--- config.mk ---
export PLATFORM = sky130hd
export DESIGN_NAME = at_reply_line_matcher_core
export DESIGN_NICKNAME = d
export VERILOG_FILES = /design/src/rtl/arlm_pkg.sv /design/src/rtl/at_reply_line_matcher_core.sv /design/src/rtl/arlm_line_match.sv
export SDC_FILE = /design/constraint.sdc
export NUM_CORES = 1
export LEC_CHECK = 0
export BUFFER_PORTS_ARGS = -buffer_cell sky130_fd_sc_hd__buf_2
export CAP_MARGIN = 10
export CORE_ASPECT_RATIO = 0.6
export CORE_UTILIZATION = 50
export CTS_CLUSTER_DIAMETER = 120
export DETAILED_ROUTE_END_ITERATION = 6
export PLACE_DENSITY = 0.8
export RECOVER_POWER = 25
export SLEW_MARGIN = 40
export SYNTH_ARGS = -nofsm -noshare
export SYNTH_HDL_FRONTEND = slang
export SYNTH_SLANG_ARGS = --single-unit
--- constraint.sdc ---
create_clock -name clk -period 6.9 [get_ports clk]
set_clock_uncertainty 0.1 [all_clocks]
set_input_delay 1.035 -clock clk [delete_from_list [all_inputs] [get_ports clk]]
set_output_delay 1.035 -clock clk [all_outputs]
set_load 0.03 [all_outputs]
--- src/rtl/arlm_pkg.sv ---
// arlm_pkg: shared types, codes and reply string tables for the at reply line matcher
// no dependencies; imported by arlm_line_match, at_reply_line_matcher_core and the testbench
`timescale 1ns / 1ps

package arlm_pkg;

  // operation codes of an input transaction
  localparam logic [1:0] OP_START = 2'd0;
  localparam logic [1:0] OP_BYTE  = 2'd1;
  localparam logic [1:0] OP_TICK  = 2'd2;

  // outcome codes of a result transaction
  localparam logic [2:0] OUT_OK      = 3'd0;
  localparam logic [2:0] OUT_ERROR   = 3'd1;
  localparam logic [2:0] OUT_BUSY    = 3'd2;
  localparam logic [2:0] OUT_READY   = 3'd3;
  localparam logic [2:0] OUT_TIMEOUT = 3'd4;
  localparam logic [2:0] OUT_FULL    = 3'd5;

  localparam int          NUM_PATTERNS     = 4;
  localparam int          BUFFER_BYTES_DEF = 1024;
  localparam logic [31:0] TIMEOUT_RESET    = 32'd2000;
  localparam logic [7:0]  CHAR_NEWLINE     = 8'h0A;
  localparam logic [3:0]  POS_MAX          = 4'd15;

  // result of comparing one byte against the reply strings
  typedef struct packed {
    logic [NUM_PATTERNS-1:0] alive;
    logic [3:0]              position;
    logic                    newline;
    logic                    hit;
    logic [1:0]              hit_index;
  } match_t;

  // length of each reply string
  function automatic logic [3:0] pat_len(input logic [1:0] idx);
    case (idx)
      2'd0:    pat_len = 4'd4;
      2'd1:    pat_len = 4'd7;
      2'd2:    pat_len = 4'd11;
      default: pat_len = 4'd7;
    endcase
  endfunction

  // byte of a reply string at a line position, zero past the end
  function automatic logic [7:0] pat_byte(input logic [1:0] idx, input logic [3:0] pos);
    logic [7:0] c;
    c = 8'h00;
    case (idx)
      2'd0: begin
        case (pos)
          4'd0:    c = "O";
          4'd1:    c = "K";
          4'd2:    c = 8'h0D;
          4'd3:    c = 8'h0A;
          default: c = 8'h00;
        endcase
      end
      2'd1: begin
        case (pos)
          4'd0:    c = "E";
          4'd1:    c = "R";
          4'd2:    c = "R";
          4'd3:    c = "O";
          4'd4:    c = "R";
          4'd5:    c = 8'h0D;
          4'd6:    c = 8'h0A;
          default: c = 8'h00;
        endcase
      end
      2'd2: begin
        case (pos)
          4'd0:    c = "b";
          4'd1:    c = "u";
          4'd2:    c = "s";
          4'd3:    c = "y";
          4'd4:    c = " ";
          4'd5:    c = "p";
          4'd6:    c = 8'hE2;
          4'd7:    c = 8'h80;
          4'd8:    c = 8'hA6;
          4'd9:    c = 8'h0D;
          4'd10:   c = 8'h0A;
          default: c = 8'h00;
        endcase
      end
      default: begin
        case (pos)
          4'd0:    c = "r";
          4'd1:    c = "e";
          4'd2:    c = "a";
          4'd3:    c = "d";
          4'd4:    c = "y";
          4'd5:    c = 8'h0D;
          4'd6:    c = 8'h0A;
          default: c = 8'h00;
        endcase
      end
    endcase
    pat_byte = c;
  endfunction

endpackage

--- src/rtl/at_reply_line_matcher_core.sv ---
// at_reply_line_matcher_core: top level of the at reply line matcher
// depends on arlm_pkg and arlm_line_match
`timescale 1ns / 1ps

//  channel  | direction | handshake             | payload
//  ---------+-----------+-----------------------+-----------------------
//  input    | in        | in_valid / in_stall   | operation, rx_byte
//  result   | out       | out_valid / out_stall | outcome, bytes_seen
//  config   | in        | cfg_write_enable      | cfg_write_data
//
// one transaction per cycle unless stalled: an input register feeds a single
// combinational pass (pattern compare, counter and timeout check), which
// updates the state and loads the result register as the held transaction
// leaves the input register. rst is synchronous and returns the block to
// idle with the timeout at 2000 ticks. a stalled result holds; the input
// stage only stalls when its held transaction would produce a result while
// the result register is full and stalled.

module at_reply_line_matcher_core
  import arlm_pkg::*;
#(
  parameter int BUFFER_BYTES = BUFFER_BYTES_DEF
)
(
  input  logic        clk,
  input  logic        rst,
  input  logic        in_valid,
  output logic        in_stall,
  input  logic [1:0]  operation,
  input  logic [7:0]  rx_byte,
  output logic        out_valid,
  input  logic        out_stall,
  output logic [2:0]  outcome,
  output logic [9:0]  bytes_seen,
  input  logic        cfg_write_enable,
  input  logic [31:0] cfg_write_data
);

  // counter never goes past BUFFER_BYTES-1 while waiting
  localparam int              CNT_W    = $clog2(BUFFER_BYTES);
  localparam logic [CNT_W-1:0] CNT_LAST = CNT_W'(BUFFER_BYTES - 1);

  // input register
  logic       in_q_valid;
  logic [1:0] op_q;
  logic [7:0] byte_q;

  // block state
  logic                    waiting;
  logic [3:0]              line_position;
  logic [NUM_PATTERNS-1:0] patterns_alive;
  logic [CNT_W-1:0]        byte_counter;
  logic [31:0]             elapsed_ticks;
  logic [31:0]             timeout_ticks;

  logic                    waiting_next;
  logic [3:0]              line_position_next;
  logic [NUM_PATTERNS-1:0] patterns_alive_next;
  logic [CNT_W-1:0]        byte_counter_next;
  logic [31:0]             elapsed_ticks_next;

  logic       produce;
  logic [2:0] outcome_next;
  logic       advance;
  match_t     match;

  arlm_line_match u_match (
    .line_position  (line_position),
    .patterns_alive (patterns_alive),
    .rx_byte        (byte_q),
    .match          (match)
  );

  // one pass over the held transaction
  always_comb begin
    waiting_next        = waiting;
    line_position_next  = line_position;
    patterns_alive_next = patterns_alive;
    byte_counter_next   = byte_counter;
    elapsed_ticks_next  = elapsed_ticks;
    produce             = 1'b0;
    outcome_next        = OUT_OK;
    case (op_q)
      OP_START: begin
        // arm or re-arm, clear everything
        waiting_next        = 1'b1;
        line_position_next  = 4'd0;
        patterns_alive_next = '1;
        byte_counter_next   = '0;
        elapsed_ticks_next  = '0;
      end
      OP_TICK: begin
        if (waiting) begin
          // saturating tick count
          elapsed_ticks_next = elapsed_ticks + 32'(elapsed_ticks != '1);
          if (elapsed_ticks_next >= timeout_ticks) begin
            produce      = 1'b1;
            outcome_next = OUT_TIMEOUT;
            waiting_next = 1'b0;
          end
        end
      end
      OP_BYTE: begin
        if (waiting) begin
          byte_counter_next   = byte_counter + CNT_W'(1);
          line_position_next  = match.position;
          patterns_alive_next = match.alive;
          if (match.hit) begin
            // exact line match beats buffer full
            produce      = 1'b1;
            outcome_next = {1'b0, match.hit_index};
            waiting_next = 1'b0;
          end else begin
            if (match.newline) begin
              // unmatched line, start a fresh one
              line_position_next  = 4'd0;
              patterns_alive_next = '1;
            end
            if (byte_counter_next >= CNT_LAST) begin
              produce      = 1'b1;
              outcome_next = OUT_FULL;
              waiting_next = 1'b0;
            end
          end
        end
      end
      default: begin
        // unused code, no effect
      end
    endcase
  end

  // held transaction moves on unless its result would hit a stalled full register
  assign advance  = in_q_valid && (!produce || !out_valid || !out_stall);
  assign in_stall = in_q_valid && !advance;

  always_ff @(posedge clk) begin
    if (rst) begin
      in_q_valid <= 1'b0;
    end else if (!in_stall) begin
      in_q_valid <= in_valid;
    end
    if (!in_stall && in_valid) begin
      op_q   <= operation;
      byte_q <= rx_byte;
    end
  end

  always_ff @(posedge clk) begin
    if (rst) begin
      waiting        <= 1'b0;
      line_position  <= 4'd0;
      patterns_alive <= '1;
      byte_counter   <= '0;
      elapsed_ticks  <= '0;
    end else if (advance) begin
      waiting        <= waiting_next;
      line_position  <= line_position_next;
      patterns_alive <= patterns_alive_next;
      byte_counter   <= byte_counter_next;
      elapsed_ticks  <= elapsed_ticks_next;
    end
  end

  // timeout register, a new value is compared on the next tick
  always_ff @(posedge clk) begin
    if (rst) begin
      timeout_ticks <= TIMEOUT_RESET;
    end else if (cfg_write_enable) begin
      timeout_ticks <= cfg_write_data;
    end
  end

  // result register
  always_ff @(posedge clk) begin
    if (rst) begin
      out_valid <= 1'b0;
    end else if (advance && produce) begin
      out_valid <= 1'b1;
    end else if (!out_stall) begin
      out_valid <= 1'b0;
    end
    if (advance && produce) begin
      outcome    <= outcome_next;
      bytes_seen <= 10'(byte_counter_next);
    end
  end

endmodule

--- src/rtl/arlm_line_match.sv ---
// arlm_line_match: compares one received byte against the four reply strings
// depends on arlm_pkg for the string tables and match_t
`timescale 1ns / 1ps

module arlm_line_match
  import arlm_pkg::*;
(
  input  logic [3:0]              line_position,
  input  logic [NUM_PATTERNS-1:0] patterns_alive,
  input  logic [7:0]              rx_byte,
  output match_t                  match
);

  logic [NUM_PATTERNS-1:0] alive_next;
  logic [3:0]              pos_next;
  logic                    hit;
  logic [1:0]              hit_index;

  always_comb begin
    for (int i = 0; i < NUM_PATTERNS; i++) begin
      alive_next[i] = patterns_alive[i]
                      && (line_position < pat_len(2'(i)))
                      && (pat_byte(2'(i), line_position) == rx_byte);
    end
  end

  assign pos_next = (line_position == POS_MAX) ? line_position : line_position + 4'd1;

  // lowest index wins
  always_comb begin
    hit       = 1'b0;
    hit_index = 2'd0;
    for (int i = NUM_PATTERNS - 1; i >= 0; i--) begin
      if (alive_next[i] && (pos_next == pat_len(2'(i)))) begin
        hit       = 1'b1;
        hit_index = 2'(i);
      end
    end
  end

  assign match.alive     = alive_next;
  assign match.position  = pos_next;
  assign match.newline   = (rx_byte == CHAR_NEWLINE);
  assign match.hit       = hit && (rx_byte == CHAR_NEWLINE);
  assign match.hit_index = hit_index;

endmodule

Word level (Yosys, flattened, before mapping)
Memories as Yosys holds them, arrays and structs flattened. A register that Yosys moved wholly into a read port is not among the register bits. Cells that the tools add are included.

Memories kept: 1. Logic and storage cells: 121. Register bits: 108. Input bits: 47. Output and inout bits: 15. Memory bits (read-only): 128.

$lt $le $gt $ge: 5. Reductions and logical operators: 33. Equality and inequality tests: 21. Add/subtract/negate cells: 3. Mux-type cells: 46.

Memory list: (no name shown) (words 16, width 8, read ports 1, clocked after Yosys merged registers in 1, wr ports 0, RTL line arlm_pkg.sv:72) `case (pos)`.

Operator list (number): 32-bit case mux with 2 select lines (1); 7-bit case mux with 7 select lines (1); 4-bit two-way mux (9); 7-bit case mux with 5 select lines (1); 32-bit by 1-bit adder with 32-bit output (1); 32-bit >= comparator (1); 32-bit two-way mux (1); 32-bit != test (second input constant) (1); 7-bit case mux with 4 select lines (1); 7-bit by 8-bit equality test with 1-bit output (3); 4-bit by 3-bit equality test with 1-bit output (second input constant) (5); 10-bit case mux with 2 select lines (1); 1-bit logical AND (17); 1-bit two-way mux (16); 4-bit case mux with 2 select lines (2); 3-bit two-way mux (5); 10-bit by 1-bit adder with 10-bit output (second input constant) (1); 10-bit >= comparator (second input constant) (1); 10-bit two-way mux (1); 4-bit by 2-bit equality test with 1-bit output (second input constant) (2); 4-bit equality test (second input constant) (2); 8-bit by 4-bit equality test with 1-bit output (second input constant) (1); 8-bit equality test (1); 4-bit by 3-bit < comparator with 1-bit output (second input constant) (2); other kinds (20) (31).

Depth between registers and ports, before layout
Depth after elaboration: 21. Depth in mapped cells: 29. Mapped depth without buffers: 27.

Modules after synthesis
From an unflattened synthesis, not the netlist that was laid out.

Cell total of the unflattened synthesis: 869. Area, all modules: 7457.2 µm².

By module, submodules not included: at_reply_line_matcher_core (instances 1, cells an instance 726, area each 6419.9 µm², sequential area each 2392.3 µm²); arlm_line_match (instances 1, cells an instance 143, area each 1037.2 µm², sequential area each 0.0 µm²).

Worst setup path after synthesis
No wires, ideal clock.

Path type: register to output. Start point: register elapsed_ticks[9]. End point: output in_stall. Cell stages (with the launch flop): 24. Data arrival time: 4.950 ns. Buffers on the path: 1. Data required time: 5.765 ns. Slack: 0.815 ns. Cells stage by stage: dfxtp_1 > and3_1 > and3_1 > and4_1 > nand3_1 > ha_1 > nand3_1 > nor2_1 > nand3_1 > nand2b_1 > or2_2 > clkbuf_1 > nand2b_1 > nor2_1 > xor2_1 > ha_1 > nand4_1 > or4_1 > a21oi_2 > o41a_1 > nor3_1 > a21oi_1 > nand4_1 > nor2_1.

Cells in the longest elaborated chain, start to end: 12.

RTL lines: start: declaration (RTL line at_reply_line_matcher_core.sv:53) `logic [31:0] elapsed_ticks;`; start signal: assignment (RTL line at_reply_line_matcher_core.sv:161) `elapsed_ticks <= elapsed_ticks_next;`; 32-bit != test (RTL line at_reply_line_matcher_core.sv:95) `elapsed_ticks_next = elapsed_ticks + 32'(elapsed_ticks != '1);`; 32-bit by 1-bit adder with 32-bit output * (RTL line at_reply_line_matcher_core.sv:95); 32-bit >= comparator * (RTL line at_reply_line_matcher_core.sv:96) `if (elapsed_ticks_next >= timeout_ticks) begin`; 1-bit two-way mux * (RTL line at_reply_line_matcher_core.sv:96); 1-bit two-way mux * (RTL line at_reply_line_matcher_core.sv:93) `if (waiting) begin`; 1-bit case mux with 2 select lines * (RTL line at_reply_line_matcher_core.sv:83) `case (op_q)`; 1-bit zero test * (RTL line at_reply_line_matcher_core.sv:134) `assign advance = in_q_valid && (!produce || !out_valid || !out_stall);`; 1-bit logical OR * (2 in a row) (RTL line at_reply_line_matcher_core.sv:134); 1-bit logical AND * (RTL line at_reply_line_matcher_core.sv:134); 1-bit zero test * (RTL line at_reply_line_matcher_core.sv:135) `assign in_stall = in_q_valid && !advance;`; 1-bit logical AND * (RTL line at_reply_line_matcher_core.sv:135); end: declaration (RTL line at_reply_line_matcher_core.sv:28) `output logic in_stall,`.

Mark *: on every way between the ends. The rest lies on a longest branch, timed or not.

Final worst setup path
Same ends and word-level chain as after synthesis.

==> summary.md <==
| Metric | Value |
|---|---|
| Status | `complete, but fails checks` |
| Failing checks | `capacitance limit, slew limit` |
| Clock Latency Late Sink | `roughly 0.43 ns` |
| Clock Tree Buf Depth | `2` |
| Die area | `15,100 um2` |
| Final antenna-violating net count | `0` |
| Power share of the sequential group | `40.1%` |
| Core Footprint | `14,000 um2` |
| Fillers | `1,241` |
| Worst path required time | `5.76 ns` |
| Vias in the first global route | `between 5,000 and 6,000` |
| WS Path Type | `flip-flop to output port` |
| Net Switching | `around 0.44 mW` |
| Die height | `95.5 um` |
| Switch share | `24.1%` |
| Die width | `~160 um` |
| First-pass DRT Iterations | `5` |
| CTS clk-pin slew, worst paths | `about 0.05 ns` |
| H-tree Lvls | `4` |
| Ant diodes | `0` |
| Fin. Hold Viols | `0` |
| Clk pwr share | `~52%` |
| CP Data Arrival Time | `between 5 and 6 ns` |
| Maximum VDD drop | `0.167 mV` |
| Vias/cell | `a little under 6` |
| Fraction of layout cells with a size suffix above 1 | `16.5%` |
| Most frequent cell after synthesis | `dfxtp_1` |
| CP Launch Type | `flip-flop` |
| Ports | `62` |
| Hold path cells | `2` |
| Setup tns final | `0 ns` |
| CTS Hold Bufs | `0` |
| Tightest Hold Check Type | `flip-flop to flip-flop` |
| First-pass GRT wire length | `30,000 um` |
| Period minus WS final | `about 6.5 ns` |
| # port buffers | `61` |
| Hold Crit Start | `elapsed_ticks[25]` |
| Site row count | `33` |
| Via count | `6,448` |
| Max Transition Viols Final | `39` |
| Post-Syn Area | `7290 um2` |
| CTS buffer count | `17` |
| Dominant cell type by area after synthesis | `dfxtp_1` |
| Yosys warnings | `0` |
| Hold EP | `elapsed_ticks[25]` |
| Fmax | `0.154 GHz` |
| RR Startpoint | `elapsed_ticks[9]` |
| Maxcap violations | `1` |
| Final Net Count | `998` |
| WHS | `0.361 ns` |
| Root buf cell | `clkbuf_16` |
| CTS tree | `done` |
| Seq/Total Area, Yosys | `35.0%` |
| CP Max Fanout | `7` |
| Synth cell count leaders | `dfxtp_1, nand2_1, nor2_1` |
| GR Util All Layers | `between 20 and 30%` |
| Final setup vio count | `0` |
| Comb pwr share | `under 10%` |
| Dpl cells | `1,074` |
| Synth top area cells | `dfxtp_1, edfxtp_1, ha_1` |
| Async set-reset flop share out of synthesis | `0%` |
| Final wirelength | `approximately 19,000 um` |
| Critical Path Sink Type | `output port` |
| Internal | `1.38 mW` |
| EDFF count, synth | `23` |
| Mapped Nets | `957` |
| Measured slew at the worst slew-check pin | `2.41 ns` |
| Synth Area per Inst | `8.46 um2` |
| Finished Layout Cells | `1,108` |
| Synth Register Bits | `116` |
| R2R cell count | `25` |
| Sinks on Clock Net | `roughly 120` |
| # DRC | `0` |
| Synth Instances | `862` |
| Worst slew margin | `-60.5%` |
| R2r setup slk | `0.68 ns` |
| Post-synth top area share | `around 26%` |
| Gr ovfl total | `0` |
| DR iter-0 viols | `593` |
| Synthesis-to-finish area growth | `14.5%` |
| Pleak | `3.43 nW` |
| Count of different cell masters after synthesis | `73` |
| Ys flop type | `dfxtp_1` |
| Pwr/cell area | `218 nW/um2` |
| HPWL Detailed | `12,600 um` |
| Starting density of the core | `a little over half` |
| Maximum number of pins on one net before global-route repair | `42` |
| Routability congestion estimate | `around 0.92` |
| Initial antenna violation count | `0` |
| Wire per inst | `16.7 um` |
| Crit share post-route | `93.8%` |
kinds of logic after synthesis:
family,share of synthesized area (%)
multiplexers,5.35
XOR/XNOR,5.77
AO/OA/AOI/OAI,14.2
buffers and inverters,6.74
flip-flops,35.0
AND/OR/NAND/NOR,24.7
adder cells (fa/ha/maj),8.24
repair_timing:
item                                    in CTS  in global routing
cloned                                       0                  0
endpoints found under the setup margin       1                  6
setup buffers                                0                  2
endpoints found under the hold margin        0                  0
pin swaps                                    0                  2
gates resized for setup                      3                 18
state kept, by name, indices dropped and copies added, names as in the netlist, named ones only:
register,flops
waiting,1
line_position,4
in_q_valid,1
bytes_seen,10
outcome,3
out_valid,1
patterns_alive,4
elapsed_ticks,32
byte_q,8
timeout_ticks,32
op_q,2
byte_counter,10
layout by cell type (no fill, tap or decap), drive strengths merged, types with 5 or more instances in the layout:
master  count
xor2       18
clkinv      8
nor3       10
and3       15
nand3b     10
ha         48
mux2i      39
clkbuf     20
nor3b       6
nor2       96
o211ai      8
xnor2      30
o31ai       5
a21oi      55
a221oi      5
nand4      23
dfxtp      93
nand2b      5
edfxtp     23
buf        71
a211oi     10
nand3      43
nand2      93
o22ai       7
o21ai      32
nor4       22
inv        53
nor2b       9
and4        9
worst max path at each step:
stage / slack (ns) / start / to
4_1_cts: 0.03 / elapsed_ticks[9] / in_stall
3_5_place_dp: 0.35 / elapsed_ticks[9] / in_stall
5_1_grt: -0.001 / elapsed_ticks[9] / in_stall
6_report: 0.43 / elapsed_ticks[9] / in_stall
2_1_floorplan: 0.82 / elapsed_ticks[9] / in_stall
3_3_place_gp: 0.57 / elapsed_ticks[9] / in_stall
through the flow:
stage / setup slack (ns) / utilization, % / cell area [um2] / power [mW]
4_1_cts: 0.0295 / 59.3 / 8280 / 1.82
2_1_floorplan: 0.815 / - / 7290 / 0.837
5_1_grt: -0.00122 / 59.8 / 8350 / 1.87
6_report: 0.425 / 59.8 / 8350 / 1.82
3_3_place_gp: 0.569 / 54.6 / 7620 / 0.876
3_5_place_dp: 0.355 / 54.8 / 7640 / 0.881
cell type report:
class                           count  area [um2]  share of cell area [%]
Multi-Input combinational cell    641        4320                    51.8
Timing Repair Buffer               72         402                    4.81
Inverter                           55         206                    2.47
Clock buffer                       19         443                    5.31
Clock inverter                     13         183                    2.19
Tap cell                          192         240                    2.88
Sequential cell                   116        2550                    30.6
power by group through the flow:
| stage | Clock, mW | Sequential, mW | Combinational [mW] |
|---|---|---|---|
| after floorplan | 0 | 0.732 | 0.104 |
| after global placement | 0 | 0.742 | 0.133 |
| after detailed placement | 0 | 0.743 | 0.138 |
| after CTS | 0.946 | 0.729 | 0.140 |
| after global routing | 0.973 | 0.732 | 0.161 |
| final | 0.944 | 0.730 | 0.145 |
critical path: stages, from the launching register on:
cell	delay [ns]
dfxtp_1	0.36
and3_1	0.18
and3_1	0.22
and4_1	0.25
nand3_1	0.09
ha_2	0.21
nand3_2	0.14
nor2_4	0.19
nand3_2	0.14
nand2b_4	0.20
or2_4	0.28
nand2b_2	0.23
nor2_2	0.17
xor2_1	0.10
ha_1	0.31
nand4_1	0.14
or4_1	0.55
a21oi_2	0.16
o41a_1	0.19
nor3_1	0.08
a21oi_2	0.18
nand4_1	0.16
nor2_2	0.21
buf_4	0.19
metal layers:
| layer | vias up | wire, um | track usage (%) |
|---|---|---|---|
| met2 | 295 | 7480 | 37.0 |
| met1 | 2994 | 9190 | 37.8 |
| li1 | 3138 | - | - |
| met3 | 21 | 1680 | 6.27 |
| met5 | - | 0 | 0 |
| met4 | 0 | 189 | 8.33 |
(Power assumes the default switching activity.)
